[config.mk]
export PLATFORM = sky130hd
export DESIGN_NAME = multi_charset_char_decoder
export DESIGN_NICKNAME = d
export VERILOG_FILES = /design/src/design/mccd_pkg.sv /design/src/design/multi_charset_char_decoder.sv /design/src/design/mccd_front.sv /design/src/design/mccd_fifo.sv /design/src/design/mccd_back.sv
export VERILOG_INCLUDE_DIRS = /design/src /design/src/design
export SDC_FILE = /design/constraint.sdc
export NUM_CORES = 1
export LEC_CHECK = 0
export BUFFER_PORTS_ARGS = -buffer_cell sky130_fd_sc_hd__buf_2
export CORE_ASPECT_RATIO = 1.25
export CORE_MARGIN = 4
export CORE_UTILIZATION = 55
export DETAILED_ROUTE_END_ITERATION = 8
export HOLD_SLACK_MARGIN = 0.05
export PLACE_DENSITY = 0.79
export SYNTH_ARGS = -nofsm -noshare
export SYNTH_HDL_FRONTEND = slang
export SYNTH_SLANG_ARGS = --single-unit
[constraint.sdc]
create_clock -name clk -period 5.3 [get_ports clk]
set_clock_uncertainty 0.05 [all_clocks]
set_input_delay 0.265 -clock clk [delete_from_list [all_inputs] [get_ports clk]]
set_output_delay 0.265 -clock clk [all_outputs]
set_load 0.02 [all_outputs]
[src/design/multi_charset_char_decoder_defines.svh]
// ----------------------------------------------------------------------------
// multi_charset_char_decoder_defines
// assertion macros used by the decoder queue
// ----------------------------------------------------------------------------
`ifndef MULTI_CHARSET_CHAR_DECODER_DEFINES_SVH
`define MULTI_CHARSET_CHAR_DECODER_DEFINES_SVH

// same-cycle implication, clocked on clk, off during reset
`define MCCD_ASSERT_IMP(label, ante, cons) \
	label: assert property (@(posedge clk) disable iff (!arst_n) (ante) |-> (cons)) \
		else $error("mccd assertion failed");

// next-cycle implication, clocked on clk, off during reset
`define MCCD_ASSERT_NXT(label, ante, cons) \
	label: assert property (@(posedge clk) disable iff (!arst_n) (ante) |=> (cons)) \
		else $error("mccd assertion failed");

`endif

[src/design/mccd_pkg.sv]
// ----------------------------------------------------------------------------
// mccd_pkg
// shared types, codes and helper functions of the charset decoder
// ----------------------------------------------------------------------------
package mccd_pkg;

	// field widths
	localparam int CODE_W = 31;
	localparam int CNT_W  = 3;
	localparam int ADDR_W = 3;

	// default depth of the queue between front and back
	localparam int QDEPTH = 4;

	// register index carried by paddr[2]
	localparam logic REG_CHARSET_MODE = 1'b0;

	// charset modes
	localparam logic [2:0] MODE_ASCII = 3'd0;
	localparam logic [2:0] MODE_GBK   = 3'd1;
	localparam logic [2:0] MODE_UCS2  = 3'd2;
	localparam logic [2:0] MODE_UTF8  = 3'd3;
	localparam logic [2:0] MODE_RAW   = 3'd4;

	// one queue entry: one or two results caused by a single byte
	typedef struct packed {
		logic [CODE_W-1:0] code0;
		logic [CNT_W-1:0]  cnt0;
		logic              two;
		logic [CODE_W-1:0] code1;
		logic [CNT_W-1:0]  cnt1;
	} evt_t;

	// utf-8 sequence length from the lead byte, zero for an invalid lead
	function automatic logic [2:0] utf8_len(input logic [7:0] b);
		logic [2:0] n;
		priority if (b[7] == 1'b0)         n = 3'd1;
		else if (b[7:6] == 2'b10)          n = 3'd0;
		else if (b[7:5] == 3'b110)         n = 3'd2;
		else if (b[7:4] == 4'b1110)        n = 3'd3;
		else if (b[7:3] == 5'b11110)       n = 3'd4;
		else if (b[7:2] == 6'b111110)      n = 3'd5;
		else if (b[7:1] == 7'b1111110)     n = 3'd6;
		else                               n = 3'd0;
		return n;
	endfunction

	// payload bits kept from a multi-byte lead: 0x7F >> n
	function automatic logic [7:0] lead_mask(input logic [2:0] n);
		logic [7:0] m;
		unique case (n)
			3'd2:    m = 8'h1F;
			3'd3:    m = 8'h0F;
			3'd4:    m = 8'h07;
			3'd5:    m = 8'h03;
			3'd6:    m = 8'h01;
			default: m = 8'hFF;
		endcase
		return m;
	endfunction

endpackage

[src/design/multi_charset_char_decoder.sv]
// Path: an accepted byte goes into the queue and then into the held entry of
// the back that drives the ports; a byte only opening a character gives none.
// Throughput: one byte per cycle while the queue is not full; a byte with two
// results takes two pops, and the queue of QUEUE_DEPTH entries absorbs the gap.
// Reset: asynchronous, active low; mode goes to ascii fold, no character is
// open and the queue is empty. No clearing pass is needed.
// ----------------------------------------------------------------------------
// multi_charset_char_decoder
// byte stream to character code decoder for ascii, gbk, ucs-2, utf-8 and raw
// ----------------------------------------------------------------------------
module multi_charset_char_decoder
	import mccd_pkg::*;
#(
	parameter int QUEUE_DEPTH = QDEPTH
) (
	input  logic              clk,
	input  logic              arst_n,
	// configuration port
	input  logic              psel,
	input  logic              penable,
	input  logic              pwrite,
	input  logic [ADDR_W-1:0] paddr,
	input  logic [31:0]       pwdata,
	output logic [31:0]       prdata,
	output logic              pready,
	// byte input
	input  logic [7:0]        in_byte,
	input  logic              end_of_buffer,
	input  logic              push,
	output logic              full,
	// results
	output logic [CODE_W-1:0] code_value,
	output logic [CNT_W-1:0]  byte_count,
	output logic              run_last,
	output logic              empty,
	input  logic              pop
);

	logic [2:0] mode_q;
	logic       cfg_wr;
	logic       mode_wr;
	logic       accept;
	logic       emit;
	evt_t       evt;
	evt_t       q_data;
	logic       q_empty;
	logic       q_rd;

	// register port
	assign pready  = 1'b1;
	assign cfg_wr  = psel && penable && pwrite && pready;
	assign mode_wr = cfg_wr && (paddr[2] == REG_CHARSET_MODE);
	assign prdata  = (paddr[2] == REG_CHARSET_MODE) ? {29'b0, mode_q} : 32'b0;

	always_ff @(posedge clk or negedge arst_n) begin
		if (!arst_n) begin
			mode_q <= MODE_ASCII;
		end else if (mode_wr) begin
			mode_q <= pwdata[2:0];
		end
	end

	// input transfer
	assign accept = push && !full;

	mccd_front u_front (
		.clk           (clk),
		.arst_n        (arst_n),
		.mode          (mode_q),
		.clear         (mode_wr),
		.accept        (accept),
		.in_byte       (in_byte),
		.end_of_buffer (end_of_buffer),
		.emit          (emit),
		.evt           (evt)
	);

	mccd_fifo #(
		.DEPTH (QUEUE_DEPTH)
	) u_fifo (
		.clk    (clk),
		.arst_n (arst_n),
		.wr     (accept && emit),
		.wdata  (evt),
		.full   (full),
		.rd     (q_rd),
		.rdata  (q_data),
		.empty  (q_empty)
	);

	mccd_back u_back (
		.clk        (clk),
		.arst_n     (arst_n),
		.q_data     (q_data),
		.q_empty    (q_empty),
		.q_rd       (q_rd),
		.code_value (code_value),
		.byte_count (byte_count),
		.run_last   (run_last),
		.empty      (empty),
		.pop        (pop)
	);

endmodule

[src/design/mccd_front.sv]
// ----------------------------------------------------------------------------
// mccd_front
// accepts bytes, tracks the open character and classifies each byte into
// zero, one or two results for the queue
// ----------------------------------------------------------------------------
module mccd_front
	import mccd_pkg::*;
(
	input  logic              clk,
	input  logic              arst_n,
	input  logic [2:0]        mode,
	input  logic              clear,
	input  logic              accept,
	input  logic [7:0]        in_byte,
	input  logic              end_of_buffer,
	output logic              emit,
	output evt_t              evt
);

	logic [CODE_W-1:0] part_q, part_d;
	logic [2:0]        exp_q, exp_d;
	logic [2:0]        taken_q, taken_d;
	logic              pend_q, pend_d;

	logic [2:0]        lead_len;
	logic              lead_single;
	logic [CODE_W-1:0] lead_code;
	logic [CODE_W-1:0] byte_code;
	logic [CODE_W-1:0] cont_code;
	logic [2:0]        cont_taken;
	logic [2:0]        cont_exp;

	// utf-8 lead classification
	always_comb begin
		lead_len    = utf8_len(in_byte);
		lead_single = (lead_len < 3'd2) || end_of_buffer;
		byte_code   = {{(CODE_W-8){1'b0}}, in_byte};
		if (lead_len < 3'd2) begin
			lead_code = byte_code;
		end else begin
			lead_code = {{(CODE_W-8){1'b0}}, in_byte & lead_mask(lead_len)};
		end
		cont_code  = {part_q[CODE_W-7:0], 6'b0} | {{(CODE_W-6){1'b0}}, in_byte[5:0]};
		cont_taken = taken_q + 3'd1;
		cont_exp   = exp_q - 3'd1;
	end

	// decode of one byte per mode
	always_comb begin
		emit    = 1'b0;
		evt     = '0;
		part_d  = part_q;
		exp_d   = exp_q;
		taken_d = taken_q;
		pend_d  = pend_q;
		unique case (mode)
			MODE_ASCII: begin
				emit      = 1'b1;
				evt.cnt0  = 3'd1;
				if (in_byte >= 8'h41 && in_byte <= 8'h5A) begin
					evt.code0 = byte_code + CODE_W'(32);
				end else begin
					evt.code0 = byte_code;
				end
			end
			MODE_GBK, MODE_UCS2: begin
				if (pend_q) begin
					emit      = 1'b1;
					evt.code0 = {{(CODE_W-16){1'b0}}, part_q[7:0], in_byte};
					evt.cnt0  = 3'd2;
					part_d    = '0;
					exp_d     = '0;
					taken_d   = '0;
					pend_d    = 1'b0;
				end else if (end_of_buffer || (mode == MODE_GBK && !in_byte[7])) begin
					emit      = 1'b1;
					evt.code0 = byte_code;
					evt.cnt0  = 3'd1;
				end else begin
					part_d  = byte_code;
					exp_d   = 3'd1;
					taken_d = 3'd1;
					pend_d  = 1'b1;
				end
			end
			MODE_UTF8: begin
				if (!pend_q) begin
					if (lead_single) begin
						emit      = 1'b1;
						evt.code0 = lead_code;
						evt.cnt0  = 3'd1;
					end else begin
						part_d  = lead_code;
						exp_d   = lead_len - 3'd1;
						taken_d = 3'd1;
						pend_d  = 1'b1;
					end
				end else if (in_byte[7:6] == 2'b10) begin
					if (cont_exp == 3'd0 || end_of_buffer) begin
						emit      = 1'b1;
						evt.code0 = cont_code;
						evt.cnt0  = cont_taken;
						part_d    = '0;
						exp_d     = '0;
						taken_d   = '0;
						pend_d    = 1'b0;
					end else begin
						part_d  = cont_code;
						exp_d   = cont_exp;
						taken_d = cont_taken;
					end
				end else begin
					// bad continuation: flush, then treat the byte as a lead
					emit      = 1'b1;
					evt.code0 = part_q;
					evt.cnt0  = taken_q;
					if (lead_single) begin
						evt.two   = 1'b1;
						evt.code1 = lead_code;
						evt.cnt1  = 3'd1;
						part_d    = '0;
						exp_d     = '0;
						taken_d   = '0;
						pend_d    = 1'b0;
					end else begin
						part_d  = lead_code;
						exp_d   = lead_len - 3'd1;
						taken_d = 3'd1;
						pend_d  = 1'b1;
					end
				end
			end
			default: begin
				emit      = 1'b1;
				evt.code0 = byte_code;
				evt.cnt0  = 3'd1;
			end
		endcase
	end

	// open character state
	always_ff @(posedge clk or negedge arst_n) begin
		if (!arst_n) begin
			part_q  <= '0;
			exp_q   <= '0;
			taken_q <= '0;
			pend_q  <= 1'b0;
		end else if (clear) begin
			part_q  <= '0;
			exp_q   <= '0;
			taken_q <= '0;
			pend_q  <= 1'b0;
		end else if (accept) begin
			part_q  <= part_d;
			exp_q   <= exp_d;
			taken_q <= taken_d;
			pend_q  <= pend_d;
		end
	end

endmodule

[src/design/mccd_fifo.sv]
// ----------------------------------------------------------------------------
// mccd_fifo
// short queue of result entries between the front and the back
// ----------------------------------------------------------------------------
`include "multi_charset_char_decoder_defines.svh"

module mccd_fifo
	import mccd_pkg::*;
#(
	parameter int DEPTH = QDEPTH
) (
	input  logic clk,
	input  logic arst_n,
	input  logic wr,
	input  evt_t wdata,
	output logic full,
	input  logic rd,
	output evt_t rdata,
	output logic empty
);

	localparam int PTR_W = $clog2(DEPTH);
	localparam int CNT_W = $clog2(DEPTH + 1);

	evt_t             mem_q [DEPTH];
	logic [PTR_W-1:0] wr_ptr_q;
	logic [PTR_W-1:0] rd_ptr_q;
	logic [CNT_W-1:0] count_q;
	logic             do_wr;
	logic             do_rd;

	assign full  = (count_q == CNT_W'(DEPTH));
	assign empty = (count_q == '0);
	assign do_wr = wr && !full;
	assign do_rd = rd && !empty;
	assign rdata = mem_q[rd_ptr_q];

	// entry storage
	always_ff @(posedge clk) begin
		if (do_wr) begin
			mem_q[wr_ptr_q] <= wdata;
		end
	end

	// pointers and fill count
	always_ff @(posedge clk or negedge arst_n) begin
		if (!arst_n) begin
			wr_ptr_q <= '0;
			rd_ptr_q <= '0;
			count_q  <= '0;
		end else begin
			if (do_wr) begin
				wr_ptr_q <= (wr_ptr_q == PTR_W'(DEPTH - 1)) ? '0 : wr_ptr_q + 1'b1;
			end
			if (do_rd) begin
				rd_ptr_q <= (rd_ptr_q == PTR_W'(DEPTH - 1)) ? '0 : rd_ptr_q + 1'b1;
			end
			if (do_wr && !do_rd) begin
				count_q <= count_q + 1'b1;
			end else if (do_rd && !do_wr) begin
				count_q <= count_q - 1'b1;
			end
		end
	end

	// queue checks
	`MCCD_ASSERT_IMP(a_count_bound, 1'b1, count_q <= CNT_W'(DEPTH))
	`MCCD_ASSERT_NXT(a_wr_fills, do_wr && !do_rd, count_q == $past(count_q) + 1'b1)
	`MCCD_ASSERT_NXT(a_rd_drains, do_rd && !do_wr, count_q == $past(count_q) - 1'b1)
	`MCCD_ASSERT_NXT(a_wr_not_empty, do_wr, !empty)

endmodule

[src/design/mccd_back.sv]
// ----------------------------------------------------------------------------
// mccd_back
// takes queue entries and hands out their results one transfer at a time
// ----------------------------------------------------------------------------
module mccd_back
	import mccd_pkg::*;
(
	input  logic              clk,
	input  logic              arst_n,
	input  evt_t              q_data,
	input  logic              q_empty,
	output logic              q_rd,
	output logic [CODE_W-1:0] code_value,
	output logic [CNT_W-1:0]  byte_count,
	output logic              run_last,
	output logic              empty,
	input  logic              pop
);

	evt_t cur_q;
	logic valid_q;
	logic phase_q;
	logic last_now;
	logic pop_ok;
	logic pop_last;

	assign last_now = phase_q || !cur_q.two;
	assign pop_ok   = pop && valid_q;
	assign pop_last = pop_ok && last_now;
	assign q_rd     = !q_empty && (!valid_q || pop_last);

	// result ports from the held entry
	assign empty      = !valid_q;
	assign code_value = phase_q ? cur_q.code1 : cur_q.code0;
	assign byte_count = phase_q ? cur_q.cnt1 : cur_q.cnt0;
	assign run_last   = last_now;

	// held entry payload
	always_ff @(posedge clk) begin
		if (q_rd) begin
			cur_q <= q_data;
		end
	end

	// entry valid and result phase
	always_ff @(posedge clk or negedge arst_n) begin
		if (!arst_n) begin
			valid_q <= 1'b0;
			phase_q <= 1'b0;
		end else if (q_rd) begin
			valid_q <= 1'b1;
			phase_q <= 1'b0;
		end else if (pop_last) begin
			valid_q <= 1'b0;
			phase_q <= 1'b0;
		end else if (pop_ok) begin
			phase_q <= 1'b1;
		end
	end

endmodule
* Word-level counts from Yosys, hierarchy flattened *
Memories as Yosys holds them, arrays and structs flattened. A register that Yosys moved wholly into a read port is not among the register bits.
Index checks and enable logic that the tools add are counted.

storage, ports and cells
  register bits = 50
  memory bits (writable) = 276
  bits of input ports = 51
  output and inout bits = 70
  word-level logic and storage cells = 161
  memories = 1

operators by class
  add/sub/neg operators = 8
  $lt $le $gt $ge = 3
  eq/ne operators = 19
  mux-type cells = 80
  bitwise operators = 3
  reductions and logical operators = 37

memory list
  name          words  bits a word  read ports  clocked after memory_dff  write ports  RTL line         text
  u_fifo.mem_q  4      69           1           1                         1            mccd_fifo.sv:25  evt_t mem_q [DEPTH];

operator list
  operator               number
  $mux W31               10
  $mux W35               4
  $mux W34               4
  $pmux W34 S3           1
  $mux W3                26
  $pmux W31 S2           1
  $pmux W8 S5            1
  $or A31 B6 Y31         1
  $mux W8                3
  $mux W1                22
  $mux W11               2
  $eq A3 B3 Y1 const B   5
  $logic_and A1 B1 Y1    14
  $eq A3 B2 Y1 const B   4
  $pmux W3 S2            2
  $add A8 B6 Y9 const B  1
  $logic_not A3 Y1       3
  $sub A3 B1 Y3 const B  3
  $and A8 B8 Y8          1
  $ge A8 B7 Y1 const B   1
  $le A8 B7 Y1 const B   1
  $ne A4 B3 Y1 const B   2
  $eq A7 B7 Y1 const B   1
  $logic_not A1 Y1       7
  17 further kinds       30

* Depth between registers and ports, before layout *
  depth in word-level cells = 19
  gate-level depth with buffers = 18
  mapped depth without buffers = 18

* Cells and area by module *
A second synthesis with hierarchy kept.

unflattened totals
  cell total of the unflattened synthesis = 933
  area, all modules = 16822.4 µm²

by module, submodules not included
  module                      instances  cells an instance  area an instance (µm²)  sequential area each (µm²)
  mccd_fifo                   1          398                10378.7                 8463.1
  mccd_front                  1          373                3286.9                  950.9
  mccd_back                   1          117                2737.6                  2122.0
  multi_charset_char_decoder  1          45                 419.2                   75.1

* Worst setup path before layout *
OpenSTA, ideal clock, no wires.

  path kind = register -> register
  start point = reg u_back.phase_q
  end point = reg u_fifo.count_q[1]
  setup time = 0.125 ns
  arrival = 4.402 ns
  required time = 5.125 ns
  setup slack = 0.723 ns
  cell stages (with the launch flop) = 11
  path buffers = 1
  clock period less this slack = 4.577 ns
  path through = dfrtp_1 > clkbuf_1 > inv_1 > nand2_1 > nand2_1 > a21oi_1 > inv_1 > ha_1 > inv_1 > fa_1 > mux2_2

on the way
  cells in the longest elaborated chain, start to end = 8
  elaborated cells on any way between the ends = 10
  those cells by class = mux (1); reduce/logical (9)

ends and longest elaborated chain
  item                                           RTL line                          text
  start, declared                                mccd_back.sv:22                   logic phase_q;
  start signal, assigned                         mccd_back.sv:49                   phase_q <= 1'b0;
  start signal, assigned                         mccd_back.sv:52                   phase_q <= 1'b0;
  start signal, assigned                         mccd_back.sv:55                   phase_q <= 1'b0;
  $logic_or A1 B1 Y1 (*)                         mccd_back.sv:27                   assign last_now = phase_q || !cur_q.two;
  named net run_last                             multi_charset_char_decoder.sv:34  output logic run_last,
  $logic_and A1 B1 Y1 (*)                        mccd_back.sv:29                   assign pop_last = pop_ok && last_now;
  $logic_or A1 B1 Y1 (*)                         mccd_back.sv:30                   assign q_rd = !q_empty && (!valid_q || pop_last);
  $logic_and A1 B1 Y1 (*)                        mccd_back.sv:30
  named net q_rd                                 multi_charset_char_decoder.sv:47  logic q_rd;
  $logic_and A1 B1 Y1 (*)                        mccd_fifo.sv:35                   assign do_rd = rd && !empty;
  $logic_not A1 Y1                               mccd_fifo.sv:58                   if (do_wr && !do_rd) begin
  $logic_and A1 B1 Y1                            mccd_fifo.sv:58
  $mux W3 or $reduce_bool A2 Y1 (tied branches)  n/a
  end signal, assigned                           mccd_fifo.sv:59                   count_q <= count_q + 1'b1;
  end signal, assigned                           mccd_fifo.sv:61                   count_q <= count_q - 1'b1;
  end, declared                                  mccd_fifo.sv:28                   logic [CNT_W-1:0] count_q;

The timed path passes the listed nets; every way through them passes the cells marked *.
A chain may end at the register's enable or synchronous reset.

* Worst setup path after layout *
  start point = in in_byte[1]
  end point = reg u_fifo.count_q[2]

on the way
  cells in the longest elaborated chain, start to end = 18
  elaborated cells on any way between the ends = 20
  those cells by class = order compare (1); eq/ne (1); mux (11); reduce/logical (7)

ends and longest elaborated chain
  item                                 RTL line                          text
  start, declared                      multi_charset_char_decoder.sv:27  input logic [7:0] in_byte,
  $eq A7 B7 Y1 (*)                     mccd_pkg.sv:43                    else if (b[7:1] == 7'b1111110) n = 3'd6;
  $mux W3 (*)                          mccd_pkg.sv:43
  $mux W3 (*)                          mccd_pkg.sv:42                    else if (b[7:2] == 6'b111110) n = 3'd5;
  $mux W3 (*)                          mccd_pkg.sv:41                    else if (b[7:3] == 5'b11110) n = 3'd4;
  $mux W3 (*)                          mccd_pkg.sv:40                    else if (b[7:4] == 4'b1110) n = 3'd3;
  $mux W3 (*)                          mccd_pkg.sv:39                    else if (b[7:5] == 3'b110) n = 3'd2;
  $mux W3 (*)                          mccd_pkg.sv:38                    else if (b[7:6] == 2'b10) n = 3'd0;
  $mux W3 (*)                          mccd_pkg.sv:37                    priority if (b[7] == 1'b0) n = 3'd1;
  [3 not listed]                       n/a
  $mux W1 (*)                          mccd_front.sv:87                  if (!pend_q) begin
  $pmux W1 S2 (*)                      mccd_front.sv:56                  unique case (mode)
  $logic_and A1 B1 Y1 (*)              multi_charset_char_decoder.sv:83  .wr (accept && emit),
  $logic_and A1 B1 Y1 (*)              mccd_fifo.sv:34                   assign do_wr = wr && !full;
  named net u_fifo.do_wr               mccd_fifo.sv:29                   logic do_wr;
  $logic_not A1 Y1                     mccd_fifo.sv:60                   end else if (do_rd && !do_wr) begin
  $logic_and A1 B1 Y1                  mccd_fifo.sv:60
  $reduce_bool A2 Y1 (no source line)  n/a

Marks and branches as above.

==> metrics.cfg <==
[setup_path]
crit_fanout = 8
end_kind = register
cp_top_family = simple AND/OR/NAND/NOR gates
slowest_stage = dlygate4sd3_1
max_stage_delay_ns = 0.52
cp_num_buf_inv = 4
arrival_ns = 4.13
crit_type = input port to register
critPathLaunchType = input port
path_common_cell = nor2_1
worstRegToRegCells = 11
cp.required_ns = 5.70
timing.rr.start = u_front.pend_q
startpoint = in_byte[1]
r2r-end = u_fifo.count_q[2]
reg2reg_slack_ns = 1.95
cp_cell_sequence = dlygate4sd3_1, buf_2, nand3b_4, nor2_1, o311a_1, inv_1, ha_1, or2_2, o21ai_2, nor2_1, nor2_1, nor2_1, ha_1, inv_1, fa_1, xor2_1, nor2_1, xor2_1

[worst_hold_path]
hold_path_class = input port to register
hold_end = u_front.part_q[3]
hold_depth = 3
worstHoldStart = in_byte[3]

[detailed_routing]
finalWirelength_mm = 22.6
dr.pass1.iters = 5
ant_nets = 0
via_per_inst = 5.92
wl_per_cell_um = 20.4
num_vias = 6561
drc = 0
drtIter0Drc = 762

[yosys]
async_flop_share = 0.189
yosysSeqAreaShare = 0.658
avgSynthCellArea_um2 = 15.5
ys_warn_count = 0
syn_inst = 754
synthFlopType = edfxtp_1
ys_seq_elements = 265
synth_cell_types = 76
synth_area_um2 = 11700
synth_edf_count = 215

[place]
io_buffers = 59
placed_area_um2 = 12100
globalplace.congestion = 0.942
place_inst = 1054
hpwl_mm = 13.7

[timing]
slew_headroom = 0.208
hold_viol_final = 0
slew_violations = 0
finalSetupViolCount = 0
finalSetupTns_ns = 0
max_freq_mhz = 269
tightestPinTransition_ns = 1.18
rsz0062_at_grt = no
fin_crit_sh = 0.703
min_period_ns = 3.72

[clock_network]
post_cts_buffers = 0
cts_buffer_depth = 3
numCtsBuffers = 26
post_cts_resized = 0
path_clk_slew_ns = 0.06
cts.sinks = 265
clock_latency_ns = 0.53
cts_tree = done
cts_root_buf = clkbuf_16
htreeDepth = 1

[grt]
grt_pass1_vias = 6520
grt_pass1_wl_mm = 36.5
top_usage_layer = met2
grt_usage = 0.193
use_met2 = 0.327
gr-total-overflow = 0
grt_util_met1 = 0.269
gr-usage-met3 = 0.0259
antenna_found_initial = 0
grt_max_degree = 51

[die]
core_area_um2 = 20900
initial_core_util = 0.561
dieHeight_um = 171
fp-row-count = 59
ios = 121
fp.dieW_um = 139
die_area_um2 = 23700

[final_layout]
seqCellArea_um2 = 7710
diodes = 0
final_util = 0.625
final_nets = 885
finalNonFillerCells = 1109
multi_input_area_um2 = 3560
synthToLayoutAreaGrowth_pct = 11.5
final_layout_size_suffix_gt1_frac = 0.229
final_area_um2 = 13100
n_fill_cell = 1470

[power]
finalPower_mw = 6.95
peakVddDrop_mv = 0.340
seq_power_share = 0.450
netSwitchingPower_mw = 2.16
pwr-share-comb = 0.284
powerDensity_nw_per_um2 = 532
clock_power_share = 0.265
leakage_nw = 4.93
internal-power_mw = 4.79
switching_share = 0.311

[run_status]
outcome = finished clean

[job]
drv_cap = 0

layer usage:
layer	vias to the layer above	share of wire	routed length, um
li1	2974	-	-
met1	3288	0.41	9240
met2	260	0.50	11300
met3	39	0.065	1460
met4	0	0.024	550
met5	-	0	0
worst register-to-register path: stages, from the launching register on:
cell and delay, ns:
dfrtp_1 0.79, nor2_1 0.19, a21oi_1 0.18, o22a_1 0.40
nor2_1 0.09, nor2_1 0.37, ha_1 0.27, inv_1 0.07
fa_1 0.43, xor2_1 0.17, nor2_1 0.11, xor2_1 0.17
layout by cell type, fill, tap and decap left out, types with 7 or more instances in the layout:
| cell type | n |
|---|---|
| dlygate4sd3_1 | 7 |
| clkbuf_16 | 26 |
| nand3_1 | 14 |
| nor2b_1 | 29 |
| a21oi_1 | 22 |
| nand2_1 | 36 |
| a31oi_1 | 7 |
| dfrtp_1 | 49 |
| nor3_1 | 10 |
| o21ai_1 | 7 |
| o21ai_0 | 15 |
| a22o_1 | 44 |
| mux2_2 | 15 |
| buf_2 | 59 |
| buf_4 | 10 |
| mux4_2 | 43 |
| conb_1 | 30 |
| ha_1 | 18 |
| a222oi_1 | 8 |
| edfxtp_1 | 215 |
| nor2_1 | 34 |
| inv_1 | 28 |
timing repair:
item                       4_1_cts  5_1_grt
setup endpoints to repair        0        0
hold buffers                     7        0
hold endpoints to repair        56        0
synth_stat cells, drive strengths merged (4+ instances only):
cell	n	area, um2
a21oi	24	124
a222oi	8	80.1
a22o	44	385
a22oi	4	30.0
a31oi	8	65.1
and2	6	37.5
and3	5	36.3
buf	55	397
clkbuf	17	63.8
dfrtp	50	1250
edfxtp	215	6460
ha	18	225
inv	28	105
mux2	17	191
mux4	43	968
nand2	37	141
nand2b	8	55.1
nand3	15	80.1
nor2	35	134
nor2b	29	181
nor3	10	50.1
o21ai	23	119
worst max path at each step:
stage,end,cells past startpoint
after floorplan,u_fifo.count_q[1],10
after global placement,u_fifo.count_q[2],19
after detailed placement,u_fifo.count_q[2],19
after CTS,u_fifo.count_q[2],18
after global routing,u_fifo.count_q[2],18
final,u_fifo.count_q[2],18
cells by family after synthesis:
group,synth area share
AO/OA/AOI/OAI,0.0903
XOR/XNOR,0.00449
adder cells (fa/ha/maj),0.0209
buffers and inverters,0.0483
flip-flops,0.658
multiplexers,0.101
other,0.000641
AND/OR/NAND/NOR,0.0765
cell type report:
cell class	count	area share
inverters	28	0.00805
repair buffers	77	0.0352
flip-flops and latches	265	0.590
well taps	274	0.0262
clock buffers	32	0.0538
multi-input cells	417	0.273
clock inverters	16	0.0137
power by group through the flow:
stage          sequential, mW  clock (mW)  combinational [mW]
2_1_floorplan            3.06           0                1.54
3_3_place_gp             3.14           0                1.96
3_5_place_dp             3.17           0                2.00
4_1_cts                  3.13        1.88                2.01
5_1_grt                  3.18        1.97                2.16
6_report                 3.13        1.85                1.98
sequential cells by signal (all words and copies together) (netlist names):
register         count
u_fifo.rd_ptr_q      2
u_fifo.count_q       3
u_front.part_q      31
u_back.phase_q       1
u_fifo.mem_q       172
u_back.valid_q       1
mode_q               3
u_front.exp_q        3
u_back.cur_q        43
u_front.pend_q       1
u_front.taken_q      3
u_fifo.wr_ptr_q      2
per-stage QoR:
stage	worst slack, ns	hold slack (ns)
floorplan	0.723	-0.0806
finish	1.58	0.116
global route	1.26	0.115
detailed placement	1.17	0.372
global placement	1.25	0.368
CTS	1.55	0.0845
Note: power is estimated with default switching activity, not from simulation.
